===== config.mk =====
export PLATFORM = sky130hd
export DESIGN_NAME = grl_div
export DESIGN_NICKNAME = d
export VERILOG_FILES = /design/src/design/grl_pkg.sv /design/src/design/grl_div.sv
export VERILOG_INCLUDE_DIRS = /design/src /design/src/design
export SDC_FILE = /design/constraint.sdc
export NUM_CORES = 1
export LEC_CHECK = 0
export ABC_CLOCK_PERIOD_IN_PS = 2020
export BUFFER_PORTS_ARGS = -buffer_cell sky130_fd_sc_hd__buf_2
export CAP_MARGIN = 10
export CORE_MARGIN = 1.5
export CORE_UTILIZATION = 45
export CTS_CLUSTER_DIAMETER = 150
export CTS_CLUSTER_SIZE = 20
export DETAILED_ROUTE_END_ITERATION = 7
export MAX_ROUTING_LAYER = met4
export PLACE_DENSITY = 0.77
export SLEW_MARGIN = 15
export SYNTH_ARGS = -nofsm -noshare
export SYNTH_HDL_FRONTEND = slang
export SYNTH_SLANG_ARGS = --single-unit

===== constraint.sdc =====
create_clock -name clk -period 2.02 [get_ports clk]
set_clock_uncertainty 0.05 [all_clocks]
set_input_delay 0.101 -clock clk [delete_from_list [all_inputs] [get_ports clk]]
set_output_delay 0.101 -clock clk [all_outputs]
set_load 0.005 [all_outputs]

===== src/design/grid_layer_rotator_macros.svh =====
// shared assertion macros for the grid layer rotator
`ifndef GRID_LAYER_ROTATOR_MACROS_SVH
`define GRID_LAYER_ROTATOR_MACROS_SVH

// same-cycle implication, checked out of reset
`define GRL_ASSERT_IMPLIES(label, clk, rst_n, ante, cons) \
    label: assert property (@(posedge clk) disable iff (!rst_n) (ante) |-> (cons)) \
        else $error("grid layer rotator: check failed");

// next-cycle implication, checked out of reset
`define GRL_ASSERT_NEXT(label, clk, rst_n, ante, cons) \
    label: assert property (@(posedge clk) disable iff (!rst_n) (ante) |=> (cons)) \
        else $error("grid layer rotator: check failed");

`endif


===== src/design/grl_pkg.sv =====
`timescale 1ns / 1ps
`default_nettype none

package grl_pkg;

    // grid geometry and storage
    localparam int MAX_ROWS    = 64;
    localparam int MAX_COLS    = 64;
    localparam int VALUE_BITS  = 16;
    localparam int STORE_DEPTH = MAX_ROWS * MAX_COLS;
    localparam int ADDR_W      = $clog2(STORE_DEPTH);
    localparam int TOT_W       = ADDR_W + 1;
    localparam int ROW_W       = $clog2(MAX_ROWS);
    localparam int COL_W       = $clog2(MAX_COLS);
    localparam int DIM_W       = 7;
    localparam int SHIFT_W     = 30;
    localparam int LEN_W       = 8;
    localparam int DIV_CNT_W   = 5;
    localparam int PAD_W       = SHIFT_W - ADDR_W;

    // configuration register indexes
    localparam int CFG_IDX_W = 2;
    localparam logic [CFG_IDX_W-1:0] CFG_ROW_COUNT    = 2'd0;
    localparam logic [CFG_IDX_W-1:0] CFG_COL_COUNT    = 2'd1;
    localparam logic [CFG_IDX_W-1:0] CFG_SHIFT_AMOUNT = 2'd2;

    // reset values of the configuration registers
    localparam logic [DIM_W-1:0]   RST_ROWS  = 7'd4;
    localparam logic [DIM_W-1:0]   RST_COLS  = 7'd4;
    localparam logic [SHIFT_W-1:0] RST_SHIFT = '0;

    // command opcodes
    localparam logic OP_LOAD  = 1'b0;
    localparam logic OP_FETCH = 1'b1;

    // divider launch request
    typedef struct packed {
        logic                 start;
        logic [DIV_CNT_W-1:0] steps;
    } div_ctl_t;

    // grid memory access
    typedef struct packed {
        logic                  we;
        logic [ADDR_W-1:0]     waddr;
        logic [VALUE_BITS-1:0] wdata;
        logic                  re;
        logic [ADDR_W-1:0]     raddr;
    } ram_req_t;

    // saturate a dimension to [2, hi]
    function automatic logic [DIM_W-1:0] clamp_dim(input logic [DIM_W-1:0] v,
                                                   input logic [DIM_W-1:0] hi);
        logic [DIM_W-1:0] res;
        begin
            if (v < 7'd2)
            begin
                res = 7'd2;
            end
            else if (v > hi)
            begin
                res = hi;
            end
            else
            begin
                res = v;
            end
            return res;
        end
    endfunction

endpackage

`default_nettype wire


===== src/design/grl_div.sv =====
`timescale 1ns / 1ps
`default_nettype none

`include "grid_layer_rotator_macros.svh"

module grl_div (
    input  wire logic                           clk,
    input  wire logic                           rst_n,
    input  wire grl_pkg::div_ctl_t              ctl,
    input  wire logic [grl_pkg::SHIFT_W-1:0]    dividend,
    input  wire logic [grl_pkg::LEN_W-1:0]      divisor,
    output logic                                done,
    output logic [grl_pkg::SHIFT_W-1:0]         quotient,
    output logic [grl_pkg::LEN_W-1:0]           remainder
);

    logic                            busy_reg, busy_next;
    logic [grl_pkg::DIV_CNT_W-1:0]   cnt_reg, cnt_next;
    logic [grl_pkg::SHIFT_W-1:0]     dq_reg;
    logic [grl_pkg::LEN_W-1:0]       rem_reg;
    logic [grl_pkg::LEN_W-1:0]       dvs_reg;
    logic [grl_pkg::LEN_W:0]         trial;
    logic                            fits;
    logic [grl_pkg::LEN_W:0]         diff;

    // restoring step: bring down one dividend bit
    assign trial = {rem_reg, dq_reg[grl_pkg::SHIFT_W-1]};
    assign fits  = (trial >= {1'b0, dvs_reg});
    assign diff  = trial - {1'b0, dvs_reg};

    // step counter control
    always_comb
    begin
        busy_next = busy_reg;
        cnt_next  = cnt_reg;
        if (ctl.start)
        begin
            busy_next = 1'b1;
            cnt_next  = ctl.steps;
        end
        else if (busy_reg)
        begin
            cnt_next = cnt_reg - 1'b1;
            if (cnt_reg == 5'd1)
            begin
                busy_next = 1'b0;
            end
        end
    end

    always_ff @(posedge clk or negedge rst_n)
    begin
        if (!rst_n)
        begin
            busy_reg <= 1'b0;
            cnt_reg  <= '0;
        end
        else
        begin
            busy_reg <= busy_next;
            cnt_reg  <= cnt_next;
        end
    end

    // quotient shifts in at the bottom as the dividend shifts out at the top
    always_ff @(posedge clk)
    begin
        if (ctl.start)
        begin
            dq_reg  <= dividend;
            rem_reg <= '0;
            dvs_reg <= divisor;
        end
        else if (busy_reg)
        begin
            dq_reg  <= {dq_reg[grl_pkg::SHIFT_W-2:0], fits};
            rem_reg <= fits ? diff[grl_pkg::LEN_W-1:0] : trial[grl_pkg::LEN_W-1:0];
        end
    end

    assign done      = busy_reg && (cnt_reg == 5'd1);
    assign quotient  = dq_reg;
    assign remainder = rem_reg;

    `GRL_ASSERT_IMPLIES(a_no_restart, clk, rst_n, ctl.start, !busy_reg)
    `GRL_ASSERT_IMPLIES(a_cnt_live, clk, rst_n, busy_reg, cnt_reg != '0)
    `GRL_ASSERT_NEXT(a_done_idle, clk, rst_n, done, !busy_reg)

endmodule

`default_nettype wire

==> impl_results.md, run 1 <==
* Status: finished with violations
* Failing checks: negative setup slack
* GRT overflow at 0
* Post-synthesis xor/xnor area fraction at ~2.6%
* Initial antenna violation count at 0
* Die ar. at 6440 um^2
* Fraction of registers with async set or reset after synthesis at around 12%
* Number of synthesized register bits at 52
* Post-DRT Antenna Nets at 0
* Via count at about 2000
* Max FFs per register at 30
* Vias in the first global route at approximately 2000
* P per Cell Area at 992 nW/um^2
* Simple-Gate Fraction of Synth Area at around 8.8%
* Final hold violations at 0
* Worst slew margin at 54.5%
* Area Growth Syn to Fin at 39.3%
* Worst-Skew Late Latency at 0.31 ns
* Final setup margin at -0.0546 ns
* Share of the yosys chip area belonging to registers at 54.0%
* Gp weighted congestion at 0.836
* Io pins at 85
* RR Startpoint: dvs_reg[0]
* Vias per cell at 5.04
* Crit. Startpoint: dvs_reg[0]
* EDFF count, synth at 38
* Pre-CTS setup slack at -0.0719 ns
* CP Capture Type: register
* Post-synth cell types at 44
* Cts bufs inserted at 5
* Instance count of the mapped netlist at ~210
* Clock Sinks at 52
* Synth Net Count at 265
* Tcrit/Tclk final at 103%
* Syn. warnings at 0
* Maxcap violations at 0
* Max-slew violations at 0
* Die span in x at 80.3 um
* Crit Path Class: reg -> reg
* Achievable Freq at 482 MHz
* Design Power at 3710 uW
* Total track usage at between 10% and 20%
* Clock slew at reported path FFs at 0.10 ns
* Number of detailed-route iterations in the first pass at 4
* CP arrival at 2.25 ns
* Row count at 27
* Clock Path Buffers at 2
* Filler cells at 430
* Mean Syn Cell Area at 12.9 um^2
* Total Wirelength at 5960 um
* Min Hold Slack at ~0.038 ns
* Largest family of logic cells by synthesized area: multiplexers
* Die height at 80.3 um
* IO Port Bufs at between 80 and 90
* CTS tree: built
* N_diodes at 0
* Layout cell share with drive strength beyond 1 at 55.7%
* Final setup vio count at 1
* Root cell of the clock tree: clkbuf_8
* CP max FO at 2
* CP required at 2.20 ns
* First-pass GRT wire length at 9300 um
* Final min period at 2.07 ns
* RSZ-0062 raised after global routing: true
* Tightest Pin Transition at slightly below 0.7 ns
* Setup TNS at -0.0546 ns
* Starting DRC count in detailed routing at between 90 and 100
* Starting Density at 47.6%
* Post-synthesis adder-cell area fraction at 5.40%
* Avg WL per Cell at 14.8 um
* Multiplexer share of the synthesized area at 12.9%
* Largest net degree at the start of global routing at 32
* Final net count at between 300 and 400
* Predominant post-synthesis flop cell: edfxtp_1
* H-tree depth at 2
* DP Wirelength at 4250 um
* Leak Pwr at 0.00163 uW
* Maximum VDD drop at 0.635 mV
* Startpoint types: register
* Worst hold path class: in -> reg
* Core area at 5640 um^2
* Compound-cell area share of the yosys netlist at 12.2%
* Hold_sp: dividend[11]
* Mapped Area at approximately 2700 um^2
* DR DRC count at 0
[final cells by class]
class / count / area, um^2 / share of cell area, %
repair buffers: 126 / 783 / 20.9
inverters: 15 / 56.3 / 1.50
flip-flops and latches: 52 / 1450 / 38.8
multi-input cells: 131 / 1250 / 33.4
clock buffers: 6 / 72.6 / 1.94
clock inverters: 2 / 38.8 / 1.04
well taps: 72 / 90.1 / 2.41
[stage by stage]
stage | instances | util [%] | cell area, um^2
floorplan | 208 | - | 2690
global placement | 378 | 59.3 | 3340
detailed placement | 378 | 59.3 | 3340
CTS | 401 | 65.3 | 3680
global route | 404 | 66.4 | 3740
finish | 404 | 66.4 | 3740
[timing repair]
action	in CTS	in global routing
hold buffers	14	0
endpoints found under the hold margin	19	0
gates resized for setup	12	11
setup endpoints to repair	7	8
gates cloned	0	0
buffers inserted	1	3
pin swaps	5	8
[worst paths after layout]
kind                                end  slack (ns)  cells past startpoint
min in group asynchronous    cnt_reg[4]        0.10                      2
hold / removal             quotient[11]        0.04                      2
setup / recovery           remainder[6]       -0.05                      7
hold reg to reg            remainder[1]        0.49                      2
max in group asynchronous      busy_reg        1.68                      2
setup reg to reg           remainder[6]       -0.05                      7
[Yosys cell counts, drive strengths merged (3+ instances only)]
library cell | instances | share of area (%)
edfxtp | 38 | 42
mux2 | 30 | 13
inv | 15 | 2.1
ha | 10 | 4.7
nand2 | 10 | 1.4
dfxtp | 8 | 6.0
nand3 | 8 | 1.9
nor2 | 8 | 1.1
a21oi | 7 | 1.6
dfrtp | 6 | 5.6
a21o | 5 | 1.4
a311oi | 5 | 2.8
buf | 5 | 1.3
clkbuf | 5 | 0.70
o21ai | 5 | 0.93
xnor2 | 5 | 1.6
a31oi | 3 | 0.70
and2 | 3 | 0.79
nand2b | 3 | 0.70
nor3 | 3 | 0.56
o21bai | 3 | 0.84
xor2 | 3 | 0.98
[power breakdown]
| group | internal [uW] | switching, uW | total, uW | leakage (uW) |
|---|---|---|---|---|
| Clock | 375 | 350 | 724 | 0.0000558 |
| Combinational | 833 | 649 | 1480 | 0.00104 |
| Sequential | 1360 | 147 | 1510 | 0.000531 |
| Total | 2570 | 1150 | 3710 | 0.00163 |
[worst max-delay path, stage by stage, from the launching register on]
cell      delay [ns]
edfxtp_1        0.43
ha_4            0.19
fa_2            0.33
nand4b_1        0.19
a31oi_2         0.20
nor3_2          0.06
a211o_2         0.32
a311oi_2        0.22
[per-layer routing]
layer / global-route usage, % / wire (um)
met1: 23.9 / 2560
met2: 33.9 / 3040
met3: 3.52 / 263
met4: 6.72 / 94
met5: - / 0
[placed cells by master, fill, tap and decap left out, types with 4 or more instances in the layout]
master and instances:
nand3_1 4, buf_2 84, mux2_2 30, o21ai_0 5, inv_2 4, ha_1 5, dfrtp_1 6, dfxtp_1 7
dlygate4sd3_1 14, xnor2_1 5, nand2_1 10, inv_1 11, edfxtp_1 38, ha_4 5, a311oi_2 5, clkbuf_8 5
buf_4 27, nand3_2 4, nor2_1 8, a21o_1 4
[logic make-up after synthesis]
kind of cell,count (synthesis)
flip-flops,52
AND/OR/NAND/NOR,43
AO/OA/AOI/OAI,38
multiplexers,31
buffers and inverters,25
adder cells (fa/ha/maj),11
XOR/XNOR,8
(Power assumes the default switching activity.)
==> inputs of run 2 (changes only) <==
--- a/config.mk
+++ b/config.mk
@@ -6,16 +6,19 @@
 export SDC_FILE = /design/constraint.sdc
 export NUM_CORES = 1
 export LEC_CHECK = 0
+export ABC_AREA = 1
 export ABC_CLOCK_PERIOD_IN_PS = 2020
 export BUFFER_PORTS_ARGS = -buffer_cell sky130_fd_sc_hd__buf_2
 export CAP_MARGIN = 10
+export CELL_PAD_IN_SITES_DETAIL_PLACEMENT = 1
+export CELL_PAD_IN_SITES_GLOBAL_PLACEMENT = 1
 export CORE_MARGIN = 1.5
-export CORE_UTILIZATION = 45
+export CORE_UTILIZATION = 34
 export CTS_CLUSTER_DIAMETER = 150
 export CTS_CLUSTER_SIZE = 20
 export DETAILED_ROUTE_END_ITERATION = 7
 export MAX_ROUTING_LAYER = met4
-export PLACE_DENSITY = 0.77
+export PLACE_DENSITY = 0.79
 export SLEW_MARGIN = 15
 export SYNTH_ARGS = -nofsm -noshare
 export SYNTH_HDL_FRONTEND = slang
==> impl_results.md, run 2 <==
* Status: completed
* Setup slack, reg-to-reg at 0.27 ns (+0.32 ns)
* Final hold violations at 0 (unchanged)
* RR Startpoint: remainder[5]
* Vias in the first global route at 2448 (+21%)
* Largest net degree at the start of global routing at 38 (+19%)
* Area Growth Syn to Fin at 28.1%
* Clock slew at reported path FFs at 0.10 ns (about the same)
* Multi-input gate area at 1070 um^2 (-14%)
* EDFF count, synth at 38 (unchanged)
* Worst-Skew Late Latency at 0.30 ns (about the same)
* Post-DRT Antenna Nets at 0 (unchanged)
* GRT overflow at 0 (unchanged)
* P per Cell Area at 1030 nW/um^2 (+4.3%)
* Leak Pwr at 0.00180 uW (+11%)
* Design Power at 3550 uW (-4.5%)
* Io pins at 85 (unchanged)
* Startpoint types: register
* Cts bufs inserted at 5 (unchanged)
* Layout cell share with drive strength beyond 1 at 26.0% (-30 points)
* Achievable Freq at 571 MHz (+18%)
* Commonest non-fill, non-tap cell in the layout: nand2_1
* Clock Path Buffers at 2 (unchanged)
* Largest area contributor in the netlist: edfxtp_1
* Setup TNS at 0 ns (+0.0546 ns)
* DP Area at 3220 um^2 (-3.8%)
* List of most frequent post-synthesis cells: nand2_1, edfxtp_1, inv_1
* Fraction of registers with async set or reset after synthesis at 11.5% (unchanged)
* CTS tree: built
* Tcrit/Tclk final at 86.7% (-16 points)
* Crit. Startpoint: remainder[5]
* Top cell type's share of synthesized area at 42.6% (+0.18 points)
* Root cell of the clock tree: clkbuf_8
* Starting DRC count in detailed routing at 79 (-17%)
* Instance count of the mapped netlist at 303 (+46%)
* Int Power at 2220 uW (-13%)
* Final min period at 1.75 ns (-0.323 ns)
* Largest cells by area after synthesis: edfxtp_1, nand2_1, dfxtp_1
* Combinational power share at 40.6% (+0.7 points)
* FF/Latch Area at 1450 um^2 (about the same)
* CP arrival at 1.90 ns (-0.35 ns)
* Worst hold path class: in -> reg
* Maxcap violations at 0 (unchanged)
* Reg power frac at 43.2% (+2.6 points)
* Worst slew margin at 71.6% (+17 points)
* Via count at 2324 (+14%)
* Mean Syn Cell Area at 8.83 um^2 (-32%)
* First-pass GRT wire length at 11400 um (+23%)
* Switching power total at 1320 uW (+15%)
* Filler cells at 995 (+130%)
* Die span in x at 91.7 um (+14%)
* Row count at 32 (+19%)
* CP required at 2.17 ns (-0.03 ns)
* Mapped Area at 2680 um^2 (-0.42%)
* Gp weighted congestion at 0.856 (+2.4%)
* Worst reg2reg endpoint: remainder[1]
* Total Wirelength at 6900 um (+16%)
* Vias per cell at 4.59 (-8.9%)
* Cell with the most instances after synthesis: nand2_1
* H-tree depth at 2 (unchanged)
* Final instance area at 3430 um^2 (-8.4%)
* DR DRC count at 0 (unchanged)
* CP Capture Type: register
* Core area at 7690 um^2 (+36%)
* Post-CTS resize count at 0 (-12)
* Clock Sinks at 52 (unchanged)
* Final net count at 460 (+19%)
* Initial antenna violation count at 0 (unchanged)
* Tightest Pin Transition at 0.425 ns (-0.257 ns)
* R2R depth at 9 (+2)
* Syn. warnings at 0 (unchanged)
* Share of the yosys chip area belonging to registers at 54.2% (+0.23 points)
* N_diodes at 0 (unchanged)
* IO Port Bufs at 84 (unchanged)
* Most frequent cells in the layout: nand2_1, buf_2, edfxtp_1
* Post-synth cell types at 31 (-30%)
* Maximum VDD drop at 0.369 mV (-42%)
* DP Wirelength at 5100 um (+20%)
* Die ar. at 8410 um^2 (+31%)
* Max-slew violations at 0 (unchanged)
* Number of synthesized register bits at 52 (unchanged)
* Number of detailed-route iterations in the first pass at 6 (+2)
* Max FFs per register at 30 (unchanged)
* Hold buffers post-CTS at 13 (-1)
* Avg WL per Cell at 13.6 um (-7.6%)
* Die height at 91.7 um (+14%)
* Predominant post-synthesis flop cell: edfxtp_1
* Starting Density at 34.8% (-13 points)
* CP max FO at 10 (+8)
* Min Hold Slack at 0.0134 ns (-0.0245 ns)
* RSZ-0062 raised after global routing: false
* CP endpoint: remainder[1]
* Synth Net Count at 360 (+36%)
* Net switching fraction of the power at 37.3% (+6.4 points)
* Total track usage at 17.6% (-2.4 points)
* Postcts setup bufs at 0 (-1)
* Clock power share at 16.2% (-3.3 points)
* Crit Path Class: reg -> reg
* Final setup vio count at 0 (-1)
[run 2: cell count changes in the layout (fill, tap and decap cells not counted), sizes merged, moves of 4 or more]
| cell | before | now |
|---|---|---|
| buf | 112 | 89 |
| nand3 | 8 | 19 |
| a21oi | 7 | 3 |
| inv | 16 | 28 |
| mux2 | 30 | 0 |
| o21ai | 5 | 1 |
| nand2 | 10 | 146 |
| a311oi | 5 | 0 |
| nand3b | 0 | 7 |
| a21o | 5 | 0 |
[run 2: how the worst min path moves through the flow]
stage            startpoint      endpoint  slack [ns]  cells past startpoint
6_report       dividend[13]  quotient[13]        0.01                      3
5_1_grt        dividend[20]  quotient[20]        0.02                      3
4_1_cts        dividend[13]  quotient[13]       0.002                      3
3_5_place_dp          rst_n    cnt_reg[1]       -0.11                      1
3_3_place_gp          rst_n    cnt_reg[1]       -0.12                      1
2_1_floorplan         rst_n      busy_reg       -0.24                      0
[run 2: stage by stage]
step / instances / utilization, % / setup slack, ns
floorplan: 303 / - / 0.387
global placement: 485 / 41.8 / 0.295
detailed placement: 485 / 41.8 / 0.272
CTS: 506 / 44.6 / 0.254
global route: 506 / 44.6 / 0.117
finish: 506 / 44.6 / 0.268
[run 2: per-layer routing]
| metal | routed length [um] | share of wire [%] | vias up | GRT usage, % |
|---|---|---|---|---|
| li1 | - | - | 1169 | - |
| met1 | 3370 | 49 | 1086 | 23.2 |
| met2 | 3240 | 47 | 64 | 29.0 |
| met3 | 238 | 3.4 | 5 | 2.40 |
| met4 | 55 | 0.80 | 0 | 3.85 |
| met5 | 0 | 0 | - | - |
[run 2: kinds of logic after synthesis]
| kind of cell | count (synthesis) | synth area share (%) |
|---|---|---|
| simple gates | 187 | 30.3 |
| xor+xnor | 6 | 1.96 |
| fa+ha+maj | 11 | 5.42 |
| flops | 52 | 54.2 |
| buf+inv | 37 | 5.61 |
| compound gates | 10 | 2.43 |
[run 2: layout make-up]
type | instances | share of cell area [%]
clock buffers | 5 | 2.01
clock inverters | 3 | 0.401
inverters | 28 | 3.06
multi-input cells | 214 | 31.3
flip-flops and latches | 52 | 42.3
well taps | 102 | 3.72
repair buffers | 102 | 17.1
[run 2: power groups by stage]
| stage | Sequential [uW] | Clock [uW] | Combinational [uW] |
|---|---|---|---|
| finish | 1530 | 575 | 1440 |
| global route | 1570 | 641 | 1640 |
| CTS | 1530 | 613 | 1460 |
| detailed placement | 1550 | 0 | 1440 |
| global placement | 1550 | 0 | 1400 |
| floorplan | 1540 | 0 | 987 |
[run 2: worst max-delay path, cell delays in order (launching register included)]
cell	delay [ns]
dfxtp_1	0.35
ha_1	0.35
nand2_1	0.09
nand2_1	0.06
nand2_1	0.06
nand2_1	0.08
nor2b_4	0.32
nand3_1	0.14
nand3_1	0.10
nand2_1	0.05
==> inputs of run 3 (changes only) <==
--- a/config.mk
+++ b/config.mk
@@ -8,7 +8,7 @@
 export LEC_CHECK = 0
 export ABC_AREA = 1
 export ABC_CLOCK_PERIOD_IN_PS = 2020
-export BUFFER_PORTS_ARGS = -buffer_cell sky130_fd_sc_hd__buf_2
+export BUFFER_PORTS_ARGS = -buffer_cell sky130_fd_sc_hd__buf_4
 export CAP_MARGIN = 10
 export CELL_PAD_IN_SITES_DETAIL_PLACEMENT = 1
 export CELL_PAD_IN_SITES_GLOBAL_PLACEMENT = 1
==> impl_results.md, run 3 (synthesis results as in run 2) <==
* Pre-CTS setup slack at 0.247 ns (-0.0255 ns)
* CP required at 2.16 ns (about the same)
* Most frequent cells in the layout: nand2_1, buf_4, edfxtp_1
* Fin util at 47.3% (+2.7 points)
* Crit Path Class: reg -> reg
* Max FFs per register at 30 (unchanged)
* Tcrit/Tclk final at 87.9% (+1.1 points)
* Achievable Freq at 563 MHz (-1.3%)
* Root cell of the clock tree: clkbuf_8
* Leak Pwr at 0.00186 uW (+3.2%)
* Clock slew at reported path FFs at 0.09 ns (about the same)
* Clock Path Buffers at 2 (unchanged)
* Final min period at 1.77 ns (+0.0229 ns)
* Die height at 91.7 um (unchanged)
* Max-slew violations at 0 (unchanged)
* Avg WL per Cell at 13.7 um (+0.15%)
* Die span in x at 91.7 um (unchanged)
* RSZ-0062 raised after global routing: false
* Gp weighted congestion at 0.873 (+2.0%)
* Die ar. at 8410 um^2 (unchanged)
* Commonest non-fill, non-tap cell in the layout: nand2_1
* Final hold violations at 0 (unchanged)
* Area Growth Syn to Fin at 36.0%
* Worst slew margin at 66.7% (-5.0 points)
* Final setup vio count at 0 (unchanged)
* Postcts setup bufs at 0 (unchanged)
* Vias per cell at 4.65 (+1.1%)
* Row count at 32 (unchanged)
* First-pass GRT wire length at 11700 um (+2.5%)
* Setup TNS at 0 ns (unchanged)
* IO Port Bufs at 84 (unchanged)
* N_diodes at 0 (unchanged)
* Largest net degree at the start of global routing at 45 (+18%)
* Worst hold path class: in -> reg
* Cts bufs inserted at 5 (unchanged)
* Final instance area at 3640 um^2 (+6.1%)
* Vias in the first global route at 2430 (-0.74%)
* DP Wirelength at 5150 um (+0.94%)
* Starting DRC count in detailed routing at 130 (+65%)
* Clock Sinks at 52 (unchanged)
* CTS tree: built
* Maxcap violations at 0 (unchanged)
* Number of detailed-route iterations in the first pass at 4 (-2)
* Io pins at 85 (unchanged)
* Layout cell share with drive strength beyond 1 at 25.6% (-0.43 points)
* CP arrival at 1.91 ns (about the same)
* Starting Density at 34.8% (unchanged)
* Tightest Pin Transition at 0.500 ns (+0.0744 ns)
* CP max FO at 2 (-8)
* Total Wirelength at 6900 um (about the same)
* Core area at 7690 um^2 (unchanged)
* GRT overflow at 0 (unchanged)
* DR DRC count at 0 (unchanged)
* Post-DRT Antenna Nets at 0 (unchanged)
* Worst-Skew Late Latency at 0.29 ns (about the same)
* Total track usage at 18.0% (+0.42 points)
* H-tree depth at 2 (unchanged)
* P per Cell Area at 1010 nW/um^2 (-2.3%)
* Initial antenna violation count at 0 (unchanged)
* Maximum VDD drop at 0.358 mV (-3.1%)
* Filler cells at 931 (-6.4%)
* CP Capture Type: register
* Status: completed
* Startpoint types: register
* Design Power at 3680 uW (+3.7%)
* Final net count at 459 (-0.22%)
* Via count at 2346 (+0.95%)
* Final setup margin at 0.245 ns (-0.0229 ns)
* DP Area at 3440 um^2 (+6.9%)
## run 3: cell types whose count changed in the layout (fill, tap and decap cells not counted)
| cell | delta |
|---|---|
| clkbuf_1 | +3 |
| clkinv_2 | -2 |
| clkinv_1 | -1 |
| buf_4 | +83 |
| buf_12 | +1 |
| buf_2 | -84 |
| dlygate4sd3_1 | -1 |
## run 3: timing repair
action,4_1_cts,5_1_grt
resized for setup,0,0
hold buffers,12,0
hold endpoints to repair,17,0
## run 3: critical path, cell delays in order, from the launching register on
cell	delay, ns
edfxtp_1	0.36
inv_1	0.06
ha_1	0.22
fa_1	0.42
inv_1	0.10
nand3_1	0.07
nand3_1	0.09
xnor2_1	0.12
nand2_1	0.07
nand3_1	0.07
nand2_1	0.05
## run 3: final cells by class
cell class                      count  area (um^2)  area share [%]
Clock buffer                        8         80.1            2.20
Multi-Input combinational cell    214         1070            29.5
Timing Repair Buffer              101          801            22.0
Inverter                           28          105            2.89
Tap cell                          102          128            3.51
Sequential cell                    52         1450            39.9
## run 3: worst paths after layout
| kind | start | end | slack (ns) | depth (start not counted) |
|---|---|---|---|---|
| min in group asynchronous | rst_n | cnt_reg[2] | 0.10 | 2 |
| min reg2reg | remainder[0] | remainder[0] | 0.46 | 2 |
| min | dividend[20] | quotient[20] | 0.02 | 3 |
| max reg2reg | quotient[29] | remainder[4] | 0.25 | 10 |
| max | quotient[29] | remainder[4] | 0.25 | 10 |
| max in group asynchronous | rst_n | cnt_reg[0] | 1.70 | 2 |
## run 3: routing by layer
layer	vias to the layer above	routed length (um)	part of all wire (%)	GRT usage [%]
met1	1120	3160	46	22.7
met2	55	3370	49	30.2
met3	2	342	5.0	3.57
met4	0	24	0.35	3.59
met5	-	0	0	-
li1	1169	-	-	-
## run 3: per-stage QoR
step,cells,hold slack [ns]
finish,505,0.0244
global route,505,0.00883
CTS,505,0.0122
detailed placement,485,-0.134
global placement,485,-0.136
floorplan,303,-0.245
## run 3: where the power goes
| group | switching (uW) | internal (uW) | total [uW] |
|---|---|---|---|
| clock network | 317 | 247 | 565 |
| logic | 845 | 734 | 1580 |
| registers | 158 | 1370 | 1530 |
| total | 1320 | 2360 | 3680 |
